File: config.mk
export PLATFORM = sky130hd
export DESIGN_NAME = combination_lock_controller
export DESIGN_NICKNAME = d
export VERILOG_FILES = /design/src/design/cllk_pkg.sv /design/src/design/cllk_core.sv /design/src/design/combination_lock_controller.sv
export SDC_FILE = /design/constraint.sdc
export NUM_CORES = 1
export LEC_CHECK = 0
export ABC_AREA = 1
export BUFFER_PORTS_ARGS = -buffer_cell sky130_fd_sc_hd__buf_2
export CAP_MARGIN = 0
export CORE_MARGIN = 8
export CORE_UTILIZATION = 55
export DETAILED_ROUTE_END_ITERATION = 8
export HOLD_SLACK_MARGIN = 0.03
export PLACE_DENSITY = 0.76
export SYNTH_ARGS = -nofsm -noshare
export SYNTH_HDL_FRONTEND = slang
export SYNTH_HIERARCHICAL = 1
export SYNTH_SLANG_ARGS = --single-unit
export TNS_END_PERCENT = 10
File: constraint.sdc
create_clock -name clk -period 3.7 [get_ports clk]
set_clock_uncertainty 0.15 [all_clocks]
set_input_delay 0.555 -clock clk [delete_from_list [all_inputs] [get_ports clk]]
set_output_delay 0.555 -clock clk [all_outputs]
set_load 0.02 [all_outputs]
File: src/design/cllk_pkg.sv
// ----------------------------------------------------------------------------
// cllk_pkg
// Shared types and constants for the combination lock controller.
// ----------------------------------------------------------------------------
package cllk_pkg;

    localparam int CODE_LEN = 5;
    localparam int POS_W    = (CODE_LEN > 1) ? $clog2(CODE_LEN) : 1;
    localparam int CNT_W    = POS_W + 1;

    typedef logic [7:0] char_t;
    typedef logic [3:0] count_t;
    typedef logic [1:0] cfg_index_t;

    localparam char_t CANCEL_CHAR = 8'h18;
    localparam char_t LOCK_CHAR   = 8'h31;
    localparam char_t CHANGE_CHAR = 8'h32;

    localparam cfg_index_t CFG_TIMEOUT  = 2'd0;
    localparam cfg_index_t CFG_ATTEMPTS = 2'd1;

    localparam logic [7:0] TIMEOUT_RESET  = 8'd19;
    localparam count_t     ATTEMPTS_RESET = 4'd3;

    typedef enum logic [2:0] {
        MODE_UNLOCKED = 3'd0,
        MODE_LOCKED   = 3'd1,
        MODE_NEW      = 3'd2,
        MODE_CONFIRM  = 3'd3,
        MODE_DEAD     = 3'd4
    } mode_t;

    typedef enum logic [3:0] {
        EV_NONE      = 4'd0,
        EV_LOCKED    = 4'd1,
        EV_UNLOCKED  = 4'd2,
        EV_WRONG     = 4'd3,
        EV_DEAD      = 4'd4,
        EV_TIMEOUT   = 4'd5,
        EV_FIRST_OK  = 4'd6,
        EV_CHANGED   = 4'd7,
        EV_ABORTED   = 4'd8,
        EV_CANCELLED = 4'd9
    } event_t;

    typedef struct packed {
        event_t ev;
        logic   led;
        mode_t  mode;
        count_t tries;
        logic   echo_valid;
        char_t  echo_char;
    } result_t;

    // factory code "24153"
    function automatic char_t init_code(input int idx);
        char_t c;
        case (idx)
            0:       c = 8'h32;
            1:       c = 8'h34;
            2:       c = 8'h31;
            3:       c = 8'h35;
            4:       c = 8'h33;
            default: c = 8'h00;
        endcase
        return c;
    endfunction

endpackage

File: src/design/cllk_core.sv
// ----------------------------------------------------------------------------
// cllk_core
// Lock state, code storage and the per-request state update.
// ----------------------------------------------------------------------------
module cllk_core (
    input  logic            clk,
    input  logic            rst_n,
    input  logic            fire,
    input  logic            req_type,
    input  cllk_pkg::char_t char_code,
    input  logic [7:0]      timeout_limit,
    input  cllk_pkg::count_t max_attempts,
    output cllk_pkg::result_t result
);
    import cllk_pkg::*;

    mode_t            mode_reg, mode_next;
    logic [POS_W-1:0] pos_reg, pos_next;
    count_t           fail_reg, fail_next;
    logic             timer_reg, timer_next;
    logic [7:0]       tick_reg, tick_next;
    logic             led_reg, led_next;
    char_t            stored_reg [CODE_LEN];
    char_t            cand_reg [CODE_LEN];

    logic [CNT_W-1:0] pos_inc;
    logic             last;
    logic             stored_hit;
    logic             cand_hit;
    logic             timed_out;
    count_t           fail_sat;
    logic             cand_wr;
    logic             copy_en;
    event_t           ev;

    assign pos_inc    = {1'b0, pos_reg} + CNT_W'(1);
    assign last       = (pos_inc >= CNT_W'(CODE_LEN));
    assign stored_hit = (char_code == stored_reg[pos_reg]);
    assign cand_hit   = (char_code == cand_reg[pos_reg]);
    assign timed_out  = (tick_reg >= timeout_limit);
    assign fail_sat   = (fail_reg == 4'hF) ? fail_reg : fail_reg + 4'd1;

    // next state
    always_comb
    begin
        mode_next  = mode_reg;
        pos_next   = pos_reg;
        fail_next  = fail_reg;
        timer_next = timer_reg;
        tick_next  = tick_reg;
        led_next   = led_reg;
        cand_wr    = 1'b0;
        copy_en    = 1'b0;
        if (fire)
        begin
            if (req_type)
            begin
                unique case (mode_reg)
                    MODE_NEW, MODE_CONFIRM:
                    begin
                        led_next = ~led_reg;
                    end
                    MODE_LOCKED:
                    begin
                        if (timer_reg)
                        begin
                            if (timed_out)
                            begin
                                pos_next   = '0;
                                timer_next = 1'b0;
                                tick_next  = '0;
                            end
                            else
                            begin
                                tick_next = tick_reg + 8'd1;
                            end
                        end
                    end
                    default:
                    begin
                    end
                endcase
            end
            else
            begin
                unique case (mode_reg)
                    MODE_UNLOCKED:
                    begin
                        if (char_code == LOCK_CHAR)
                        begin
                            mode_next  = MODE_LOCKED;
                            led_next   = 1'b1;
                            pos_next   = '0;
                            timer_next = 1'b0;
                            tick_next  = '0;
                        end
                        else if (char_code == CHANGE_CHAR)
                        begin
                            mode_next = MODE_NEW;
                            pos_next  = '0;
                        end
                    end
                    MODE_NEW:
                    begin
                        cand_wr = 1'b1;
                        if (last)
                        begin
                            mode_next = MODE_CONFIRM;
                            pos_next  = '0;
                        end
                        else
                        begin
                            pos_next = pos_inc[POS_W-1:0];
                        end
                    end
                    MODE_CONFIRM:
                    begin
                        if (!cand_hit)
                        begin
                            mode_next  = MODE_LOCKED;
                            led_next   = 1'b1;
                            pos_next   = '0;
                            timer_next = 1'b0;
                            tick_next  = '0;
                        end
                        else if (last)
                        begin
                            copy_en   = 1'b1;
                            mode_next = MODE_UNLOCKED;
                            led_next  = 1'b0;
                            pos_next  = '0;
                        end
                        else
                        begin
                            pos_next = pos_inc[POS_W-1:0];
                        end
                    end
                    MODE_LOCKED:
                    begin
                        if (char_code == CANCEL_CHAR)
                        begin
                            pos_next   = '0;
                            timer_next = 1'b0;
                            tick_next  = '0;
                        end
                        else if (!stored_hit)
                        begin
                            pos_next   = '0;
                            timer_next = 1'b0;
                            tick_next  = '0;
                            fail_next  = fail_sat;
                            if (fail_sat >= max_attempts)
                            begin
                                mode_next = MODE_DEAD;
                            end
                        end
                        else if (last)
                        begin
                            mode_next  = MODE_UNLOCKED;
                            led_next   = 1'b0;
                            fail_next  = '0;
                            pos_next   = '0;
                            timer_next = 1'b0;
                            tick_next  = '0;
                        end
                        else
                        begin
                            if (pos_reg == '0)
                            begin
                                timer_next = 1'b1;
                                tick_next  = '0;
                            end
                            pos_next = pos_inc[POS_W-1:0];
                        end
                    end
                    default:
                    begin
                    end
                endcase
            end
        end
    end

    // event output
    always_comb
    begin
        ev = EV_NONE;
        if (req_type)
        begin
            unique case (mode_reg)
                MODE_LOCKED:
                begin
                    if (timer_reg && timed_out)
                    begin
                        ev = EV_TIMEOUT;
                    end
                end
                default:
                begin
                end
            endcase
        end
        else
        begin
            unique case (mode_reg)
                MODE_UNLOCKED:
                begin
                    if (char_code == LOCK_CHAR)
                    begin
                        ev = EV_LOCKED;
                    end
                end
                MODE_NEW:
                begin
                    if (last)
                    begin
                        ev = EV_FIRST_OK;
                    end
                end
                MODE_CONFIRM:
                begin
                    if (!cand_hit)
                    begin
                        ev = EV_ABORTED;
                    end
                    else if (last)
                    begin
                        ev = EV_CHANGED;
                    end
                end
                MODE_LOCKED:
                begin
                    if (char_code == CANCEL_CHAR)
                    begin
                        ev = EV_CANCELLED;
                    end
                    else if (!stored_hit)
                    begin
                        ev = (fail_sat >= max_attempts) ? EV_DEAD : EV_WRONG;
                    end
                    else if (last)
                    begin
                        ev = EV_UNLOCKED;
                    end
                end
                default:
                begin
                end
            endcase
        end
    end

    always_comb
    begin
        result.ev         = ev;
        result.led        = led_next;
        result.mode       = mode_next;
        result.tries      = (fail_next >= max_attempts) ? 4'd0 : max_attempts - fail_next;
        result.echo_valid = !req_type && (mode_reg != MODE_DEAD);
        result.echo_char  = result.echo_valid ? char_code : 8'h00;
    end

    always_ff @(posedge clk or negedge rst_n)
    begin
        if (!rst_n)
        begin
            mode_reg  <= MODE_UNLOCKED;
            pos_reg   <= '0;
            fail_reg  <= '0;
            timer_reg <= 1'b0;
            tick_reg  <= '0;
            led_reg   <= 1'b0;
            for (int i = 0; i < CODE_LEN; i++)
            begin
                stored_reg[i] <= init_code(i);
            end
        end
        else
        begin
            mode_reg  <= mode_next;
            pos_reg   <= pos_next;
            fail_reg  <= fail_next;
            timer_reg <= timer_next;
            tick_reg  <= tick_next;
            led_reg   <= led_next;
            if (copy_en)
            begin
                for (int i = 0; i < CODE_LEN; i++)
                begin
                    stored_reg[i] <= cand_reg[i];
                end
            end
        end
    end

    always_ff @(posedge clk)
    begin
        if (cand_wr)
        begin
            cand_reg[pos_reg] <= char_code;
        end
    end

endmodule

File: src/design/combination_lock_controller.sv
// ----------------------------------------------------------------------------
// combination_lock_controller
// Code lock driven by received characters and timer ticks.
// Result path: the request is captured in the input register, then the state
//   update is registered into the result register.
// Throughput: one request per cycle while the result side is not stalled.
// Reset: async active low; unlocked, factory code, config at defaults.
// ----------------------------------------------------------------------------
module combination_lock_controller (
    input  logic        clk,
    input  logic        rst_n,
    input  logic        in_valid,
    output logic        in_stall,
    input  logic        req_type,
    input  logic [7:0]  char_code,
    output logic        out_valid,
    input  logic        out_stall,
    output logic [3:0]  event_code,
    output logic        led_on,
    output logic [2:0]  lock_status,
    output logic [3:0]  tries_left,
    output logic        echo_valid,
    output logic [7:0]  echo_char,
    input  logic        cfg_we,
    input  logic [1:0]  cfg_index,
    input  logic [7:0]  cfg_data
);
    import cllk_pkg::*;

    logic       s1_valid_reg;
    logic       s1_type_reg;
    char_t      s1_char_reg;
    logic       out_valid_reg;
    result_t    res_reg;
    result_t    res;
    logic [7:0] timeout_reg;
    count_t     attempts_reg;
    logic       proc;
    logic       in_take;

    assign proc     = s1_valid_reg && (!out_valid_reg || !out_stall);
    assign in_stall = s1_valid_reg && !proc;
    assign in_take  = in_valid && !in_stall;

    cllk_core u_core (
        .clk           (clk),
        .rst_n         (rst_n),
        .fire          (proc),
        .req_type      (s1_type_reg),
        .char_code     (s1_char_reg),
        .timeout_limit (timeout_reg),
        .max_attempts  (attempts_reg),
        .result        (res)
    );

    always_ff @(posedge clk or negedge rst_n)
    begin
        if (!rst_n)
        begin
            timeout_reg  <= TIMEOUT_RESET;
            attempts_reg <= ATTEMPTS_RESET;
        end
        else if (cfg_we)
        begin
            if (cfg_index == CFG_TIMEOUT)
            begin
                timeout_reg <= cfg_data;
            end
            else if (cfg_index == CFG_ATTEMPTS)
            begin
                attempts_reg <= cfg_data[3:0];
            end
        end
    end

    always_ff @(posedge clk or negedge rst_n)
    begin
        if (!rst_n)
        begin
            s1_valid_reg  <= 1'b0;
            out_valid_reg <= 1'b0;
        end
        else
        begin
            if (in_take)
            begin
                s1_valid_reg <= 1'b1;
            end
            else if (proc)
            begin
                s1_valid_reg <= 1'b0;
            end
            if (proc)
            begin
                out_valid_reg <= 1'b1;
            end
            else if (!out_stall)
            begin
                out_valid_reg <= 1'b0;
            end
        end
    end

    always_ff @(posedge clk)
    begin
        if (in_take)
        begin
            s1_type_reg <= req_type;
            s1_char_reg <= char_code;
        end
        if (proc)
        begin
            res_reg <= res;
        end
    end

    assign out_valid   = out_valid_reg;
    assign event_code  = res_reg.ev;
    assign led_on      = res_reg.led;
    assign lock_status = res_reg.mode;
    assign tries_left  = res_reg.tries;
    assign echo_valid  = res_reg.echo_valid;
    assign echo_char   = res_reg.echo_char;

endmodule

==> impl_metrics.py, run 1 <==
metrics = {
    "critical_path": {
        "slowest_stage": "dfrtp_1",
        "crit_end": "tries_left[2]",
        "cpMostUsedCell": "nand2_1",
        "end_kind": "flip-flop",
        "cp-start-kind": "flip-flop",
        "r2r_start": "u_core/pos_reg[2]",
        "reg2reg_depth": 23,
        "crit_chain": "buf_4 -> nor2_1 -> buf_6 -> nand3_1 -> nand2_1 -> o21ai_0 -> nand2_1 -> inv_1 -> nand2_1 -> nor2_4 -> nand2_2 -> inv_1 -> nand2_1 -> nand2_1 -> inv_1 -> o22ai_1 -> ha_1 -> fa_1 -> nor2_2 -> nor2_1 -> nor2_2 -> o22ai_4 -> nor3b_1",
        "path_delay_family": "simple AND/OR/NAND/NOR gates",
        "r2r_slack_ns": 0.18,
        "crit_start": "u_core/pos_reg[2]",
        "rr_endpoint": "tries_left[2]",
        "cp_slowest_stage_delay_ns": 0.42,
        "cp.arrival_ns": 3.64,
        "critPathKind": "flip-flop to flip-flop",
        "crit_cells": 23,
        "crit_buf_inv": 5,
        "crit_path_max_fanout": 12,
        "crit_required_ns": 3.82,
    },
    "finish": {
        "syn2layout_area_growth_pct": 14.2,
        "multi_input_area_um2": 3050,
        "num_antenna_cells": 0,
        "final_nets": 1091,
        "seq_area_um2": 4700,
        "largest_register_ffs": 64,
        "layout-drive-gt1-share_pct": 14.9,
        "fill_cells": 1248,
        "finalInstanceArea_um2": 9610,
    },
    "timing": {
        "holdWs_ns": 0.129,
        "finalSetupTns_ns": 0,
        "timing.final.crit_share_pct": 95.0,
        "rsz0062_at_grt": "true",
        "finalHoldViolCount": 0,
        "worst_slack_ns": 0.184,
        "relSlewSlack_pct": 35.1,
        "tightest_slew_ns": 0.974,
        "setup_viol": 0,
        "timing.fmax_mhz": 284,
        "maxSlewViolCount": 0,
        "fin_crit_ns": 3.52,
    },
    "floorplanning": {
        "io_pins": 47,
        "initial_core_util_pct": 55.8,
        "core_um2": 15100,
        "rows": 45,
        "fp.dieArea_um2": 19500,
        "die_x_um": 140,
        "die_y_um": 140,
    },
    "cts": {
        "cts-root-buf": "clkbuf_16",
        "clock_sink_count": 168,
        "cts.clk_slew.worst_paths_ns": 0.06,
        "cts_buffers": 17,
        "cts_buffer_depth": 2,
        "h-tree-depth": 4,
        "postCtsHoldBufs": 0,
        "post_cts_buffers": 0,
        "cts_tree": "built",
        "clkLatencyLatePin_ns": 0.43,
    },
    "synthesis": {
        "ys_async_sr_fraction_pct": 44.0,
        "yosys_warnings": 6,
        "synthDistinctLibCells": 35,
        "syn_area_um2": 8410,
        "postSynthAreaPerCell_um2": 8.65,
        "synth_seq_cells": 168,
        "synth_edf_count": 94,
        "synthFlopType": "edfxtp_1",
        "netlist_instances": 973,
        "ys_seq_area_share_pct": 55.9,
        "syn-num-nets": 1018,
    },
    "global_route": {
        "track_usage_pct": 21.4,
        "antenna_found_initial": 0,
        "overflow": 0,
        "grt_max_degree": 81,
        "grt_pass1_wl_um": 32700,
        "grt_pass1_vias": 6513,
    },
    "flow_run": {
        "drv_cap": 0,
    },
    "pwr": {
        "powerDensity_nw_per_um2": 412,
        "p_leak_uw": 0.00445,
        "p_total_uw": 3960,
        "ir_drop_uv": 306,
    },
    "place": {
        "place_area_um2": 9040,
        "dp_hpwl_um": 14400,
        "io_buffers": 46,
        "dpl_worst_slack_ns": 0.0162,
        "place.gp.congestion": 0.935,
    },
    "worst_hold_path": {
        "hold_path.class": "input port to async pin",
    },
    "routing": {
        "routed_via_density": 5.47,
        "detail_route.wl_per_cell_um": 16.3,
        "first_iter_violations": 850,
        "dr.pass1.iters": 7,
        "drtAntennaViolNets": 0,
        "num_vias": 6822,
        "drcViolationCount": 0,
        "finalWirelength_um": 20300,
    },
    "outcome": {
        "outcome": "finished clean",
    },
}
## layout make-up
class / count / area share [%]
multi-input combinational: 633 / 31.7
inverter: 140 / 5.47
timing repair buffer: 86 / 5.88
clock inverter: 10 / 0.794
tap: 188 / 2.45
sequential: 168 / 48.9
clock buffer: 22 / 4.73
## power breakdown
part           switching, uW  internal [uW]  total (uW)
Combinational            199           92.4         292
Sequential              27.7           2050        2080
Clock                    715            875        1590
Total                    942           3020        3960
## synth_stat cells (8+ instances only)
cell type | number | area [um^2]
a21oi_1 | 43 | 215
buf_2 | 16 | 80.1
dfrtp_1 | 52 | 1300
dfstp_2 | 22 | 578
edfxtp_1 | 94 | 2820
ha_1 | 20 | 250
inv_1 | 138 | 518
nand2_1 | 262 | 983
nand3_1 | 79 | 395
nand4_1 | 20 | 125
nor2_1 | 114 | 428
nor3_1 | 12 | 60.1
o21ai_0 | 35 | 175
xor2_1 | 8 | 70.1
## layer usage
metal / part of all wire [%] / GRT usage (%) / vias up
li1: - / - / 3301
met1: 45 / 28.5 / 3186
met2: 44 / 31.5 / 289
met3: 7.6 / 6.40 / 46
met4: 2.8 / 9.71 / 0
met5: 0 / 0 / -
## metrics by stage
stage                     utilization [%]  std cells
after global routing                 63.7       1247
final                                63.7       1247
after CTS                            63.4       1247
after global placement               59.9       1215
after floorplan                         -        973
after detailed placement             59.9       1215
## worst reg2reg max path, delay by kind of cell (launching register included)
family | cells | cell delay (ns)
adder cells (fa/ha/maj) | 2 | 0.65
AND/OR/NAND/NOR | 13 | 1.29
flip-flops | 1 | 0.42
AO/OA/AOI/OAI | 3 | 0.28
buffers and inverters | 5 | 0.57
## timing repair
action	in CTS	in global routing
cloned	0	0
gates resized for setup	1	13
endpoints found under the setup margin	4	4
## worst min path at each step
stage,start,endpoint,slack [ns],cells after the start
2_1_floorplan,rst_n,attempts_reg[2],0.11,0
3_3_place_gp,u_core/cand_reg[4][2],u_core/stored_reg[2],0.30,2
3_5_place_dp,timeout_reg[4],timeout_reg[4],0.31,2
4_1_cts,char_code[7],s1_char_reg[7],0.12,1
5_1_grt,char_code[1],s1_char_reg[1],0.12,1
6_report,rst_n,u_core/fail_reg[3],0.13,1
## layout by cell type, fill, tap and decap left out, types with 2 or more instances in the layout
master,n
nand2_1,261
inv_1,138
nor2_1,107
edfxtp_1,94
nand3_1,79
dfrtp_1,50
buf_2,45
a21oi_1,43
buf_4,37
o21ai_0,34
dfstp_2,22
nand4_1,20
ha_1,20
clkbuf_16,17
nor3_1,12
nor2_2,8
xor2_1,8
o211ai_1,7
nor4_1,7
clkinvlp_4,5
or2_2,5
clkbuf_1,4
clkinv_4,4
xnor2_1,3
o21bai_1,3
o21ai_1,3
nor2_4,2
nor3b_1,2
inv_2,2
buf_12,2
buf_6,2
dfrtp_2,2
## cells by family after synthesis
group | synth area share (%)
flip-flops | 55.9
AND/OR/NAND/NOR | 25.4
AO/OA/AOI/OAI | 6.08
XOR/XNOR | 1.15
adder cells (fa/ha/maj) | 3.21
buffers and inverters | 8.31
(Power assumes the default switching activity.)
==> run 2, diff against run 1 <==
SYNTH_HIERARCHICAL = default   (was 1)
==> impl_metrics.py, run 2 <==
metrics = {
    "outcome": {
        "outcome": "finished clean",
    },
    "finish": {
        "syn2layout_area_growth_pct": 16.5,
        "final_nets": 1003,
        "final_common_cell": "nand2_1",
        "fill_cells": 1102,
        "layout-drive-gt1-share_pct": 17.5,
        "final_cell_mix": "nand2_1 (233), inv_1 (119), nor2_1 (88), o21ai_0 (72), edfxtp_1 (70)",
        "num_antenna_cells": 0,
    },
    "cts": {
        "clkLatencyLatePin_ns": 0.43,
        "cts-root-buf": "clkbuf_16",
        "cts_buffer_depth": 2,
        "cts.clk_slew.worst_paths_ns": 0.07,
        "cts_tree": "built",
        "cts_buffers": 17,
        "clock_sink_count": 144,
        "h-tree-depth": 4,
    },
    "synthesis": {
        "ys_seq_area_share_pct": 52.8,
        "syn_area_um2": 7540,
        "synthFlopType": "edfxtp_1",
        "synthDistinctLibCells": 39,
        "yosys_warnings": 0,
        "synth_commonest_cells": "nand2_1 (235), inv_1 (119), nor2_1 (90), o21ai_0 (75), edfxtp_1 (70)",
        "syn-num-nets": 931,
        "synth_area_leader_cell": "edfxtp_1",
        "ys_async_sr_fraction_pct": 51.4,
        "synth_most_common_cell": "nand2_1",
        "postSynthAreaPerCell_um2": 8.51,
        "synth_seq_cells": 144,
        "netlist_instances": 886,
        "ys_top_cells_by_area": "edfxtp_1 (28%), dfrtp_1 (17%), nand2_1 (12%)",
        "synth_edf_count": 70,
        "synth_top_area_share_pct": 27.9,
    },
    "routing": {
        "finalWirelength_um": 18700,
        "first_iter_violations": 650,
        "dr.pass1.iters": 6,
        "drtAntennaViolNets": 0,
        "num_vias": 6287,
        "detail_route.wl_per_cell_um": 16.3,
        "drcViolationCount": 0,
        "routed_via_density": 5.48,
    },
    "timing": {
        "fin_crit_ns": 3.50,
        "relSlewSlack_pct": 34.5,
        "setup_viol": 0,
        "tightest_slew_ns": 0.982,
        "maxSlewViolCount": 0,
        "finalHoldViolCount": 0,
        "timing.fmax_mhz": 285,
        "finalSetupTns_ns": 0,
        "timing.final.crit_share_pct": 94.7,
    },
    "global_route": {
        "grt_max_degree": 75,
        "grt_pass1_wl_um": 30200,
        "grt_pass1_vias": 5836,
        "overflow": 0,
        "track_usage_pct": 21.6,
        "antenna_found_initial": 0,
    },
    "flow_run": {
        "drv_cap": 0,
    },
    "pwr": {
        "p_total_uw": 3830,
        "p_leak_uw": 0.00403,
        "powerDensity_nw_per_um2": 436,
        "ir_drop_uv": 337,
    },
    "floorplanning": {
        "die_x_um": 133,
        "core_um2": 13300,
        "initial_core_util_pct": 56.7,
        "rows": 42,
        "io_pins": 47,
        "fp.dieArea_um2": 17700,
        "die_y_um": 133,
    },
    "critical_path": {
        "crit_required_ns": 3.73,
        "crit_path_max_fanout": 8,
        "critPathKind": "flip-flop to flip-flop",
        "cp.arrival_ns": 3.53,
        "end_kind": "flip-flop",
        "cp-start-kind": "flip-flop",
    },
    "worst_hold_path": {
        "hold_path.class": "input port to async pin",
    },
    "place": {
        "place.gp.congestion": 0.910,
        "dp_hpwl_um": 13300,
        "io_buffers": 46,
    },
}
==> run 2: metal layers <==
metal  wire, um  share of wire [%]  global-route usage [%]  vias to the layer above
li1           -                  -                       -                     3056
met1       8540                 46                    30.1                     2925
met2       8050                 43                    31.2                      262
met3       1720                9.2                    6.02                       44
met4        365                2.0                    8.20                        0
met5          0                  0                       0                        -
==> run 2: worst max-delay path: stages (launching register included) <==
cell,delay [ns]
dfrtp_2,0.44
buf_4,0.16
nor2_4,0.24
buf_6,0.15
nand3_1,0.10
nand2_2,0.10
nor3_1,0.05
nor2_1,0.10
nand2_1,0.07
nor2_2,0.16
nand2_2,0.12
o21ai_1,0.25
a22oi_2,0.11
ha_1,0.36
nand2_1,0.18
nor2_1,0.07
a211oi_2,0.20
xor2_1,0.18
nor2_1,0.05
==> run 2: cell families (layout without fill, tap and decap cells) <==
family,after synthesis,count (layout),share of synthesized area (%)
adders and majority gates,21,21,3.59
DFF,144,144,52.8
AOI/OAI and AO/OA,124,124,9.05
buffers and inverters,155,240,8.80
and+or+nand+nor,436,436,25.0
xor gates and xnor gates,6,6,0.697
==> run 2: area by class of cell <==
type | count | area (um^2) | area share [%]
Sequential cell | 144 | 3980 | 45.4
Multi-Input combinational cell | 587 | 2950 | 33.6
Timing Repair Buffer | 84 | 574 | 6.54
Inverter | 124 | 470 | 5.36
Clock buffer | 18 | 429 | 4.89
Tap cell | 176 | 220 | 2.51
Clock inverter | 14 | 154 | 1.75
==> run 2: what timing repair did <==
item                       4_1_cts  5_1_grt
gates resized for setup          1       23
buffers inserted                 0       10
hold buffers                     0        0
pin swaps                        0        9
setup endpoints to repair        4        4
gates cloned                     0        0
==> run 2: path summary, 6_finish.rpt <==
path / from / endpoint / slack [ns] / cells after the start
setup / recovery: u_core.pos_reg[2] / tries_left[3] / 0.20 / 18
hold / removal: rst_n / u_core.stored_reg[22] / 0.12 / 1
setup reg to reg: u_core.pos_reg[2] / tries_left[3] / 0.20 / 18
hold reg to reg: u_core.stored_reg[0] / u_core.stored_reg[0] / 0.33 / 2
max in group asynchronous: rst_n / u_core.pos_reg[2] / 2.57 / 1
min in group clk: char_code[3] / s1_char_reg[3] / 0.15 / 1
==> run 2: per-stage QoR <==
stage / hold WS, ns / std cells / util, % / setup slack, ns / cell area [um^2]
after detailed placement: 0.319 / 1105 / 60.5 / -0.0942 / 8040
final: 0.116 / 1147 / 66.0 / 0.197 / 8780
after global placement: 0.309 / 1105 / 60.5 / 0.142 / 8040
after floorplan: 0.109 / 886 / - / 0.253 / 7540
after global routing: 0.135 / 1147 / 66.0 / -0.0288 / 8780
after CTS: 0.133 / 1137 / 64.9 / 0.0158 / 8630
==> run 2: report_power, final <==
part	internal [uW]	total, uW	leakage, uW	switching (uW)
Combinational	105	327	0.00222	222
Sequential	1760	1800	0.00152	42.4
Clock	1000	1700	0.000287	698
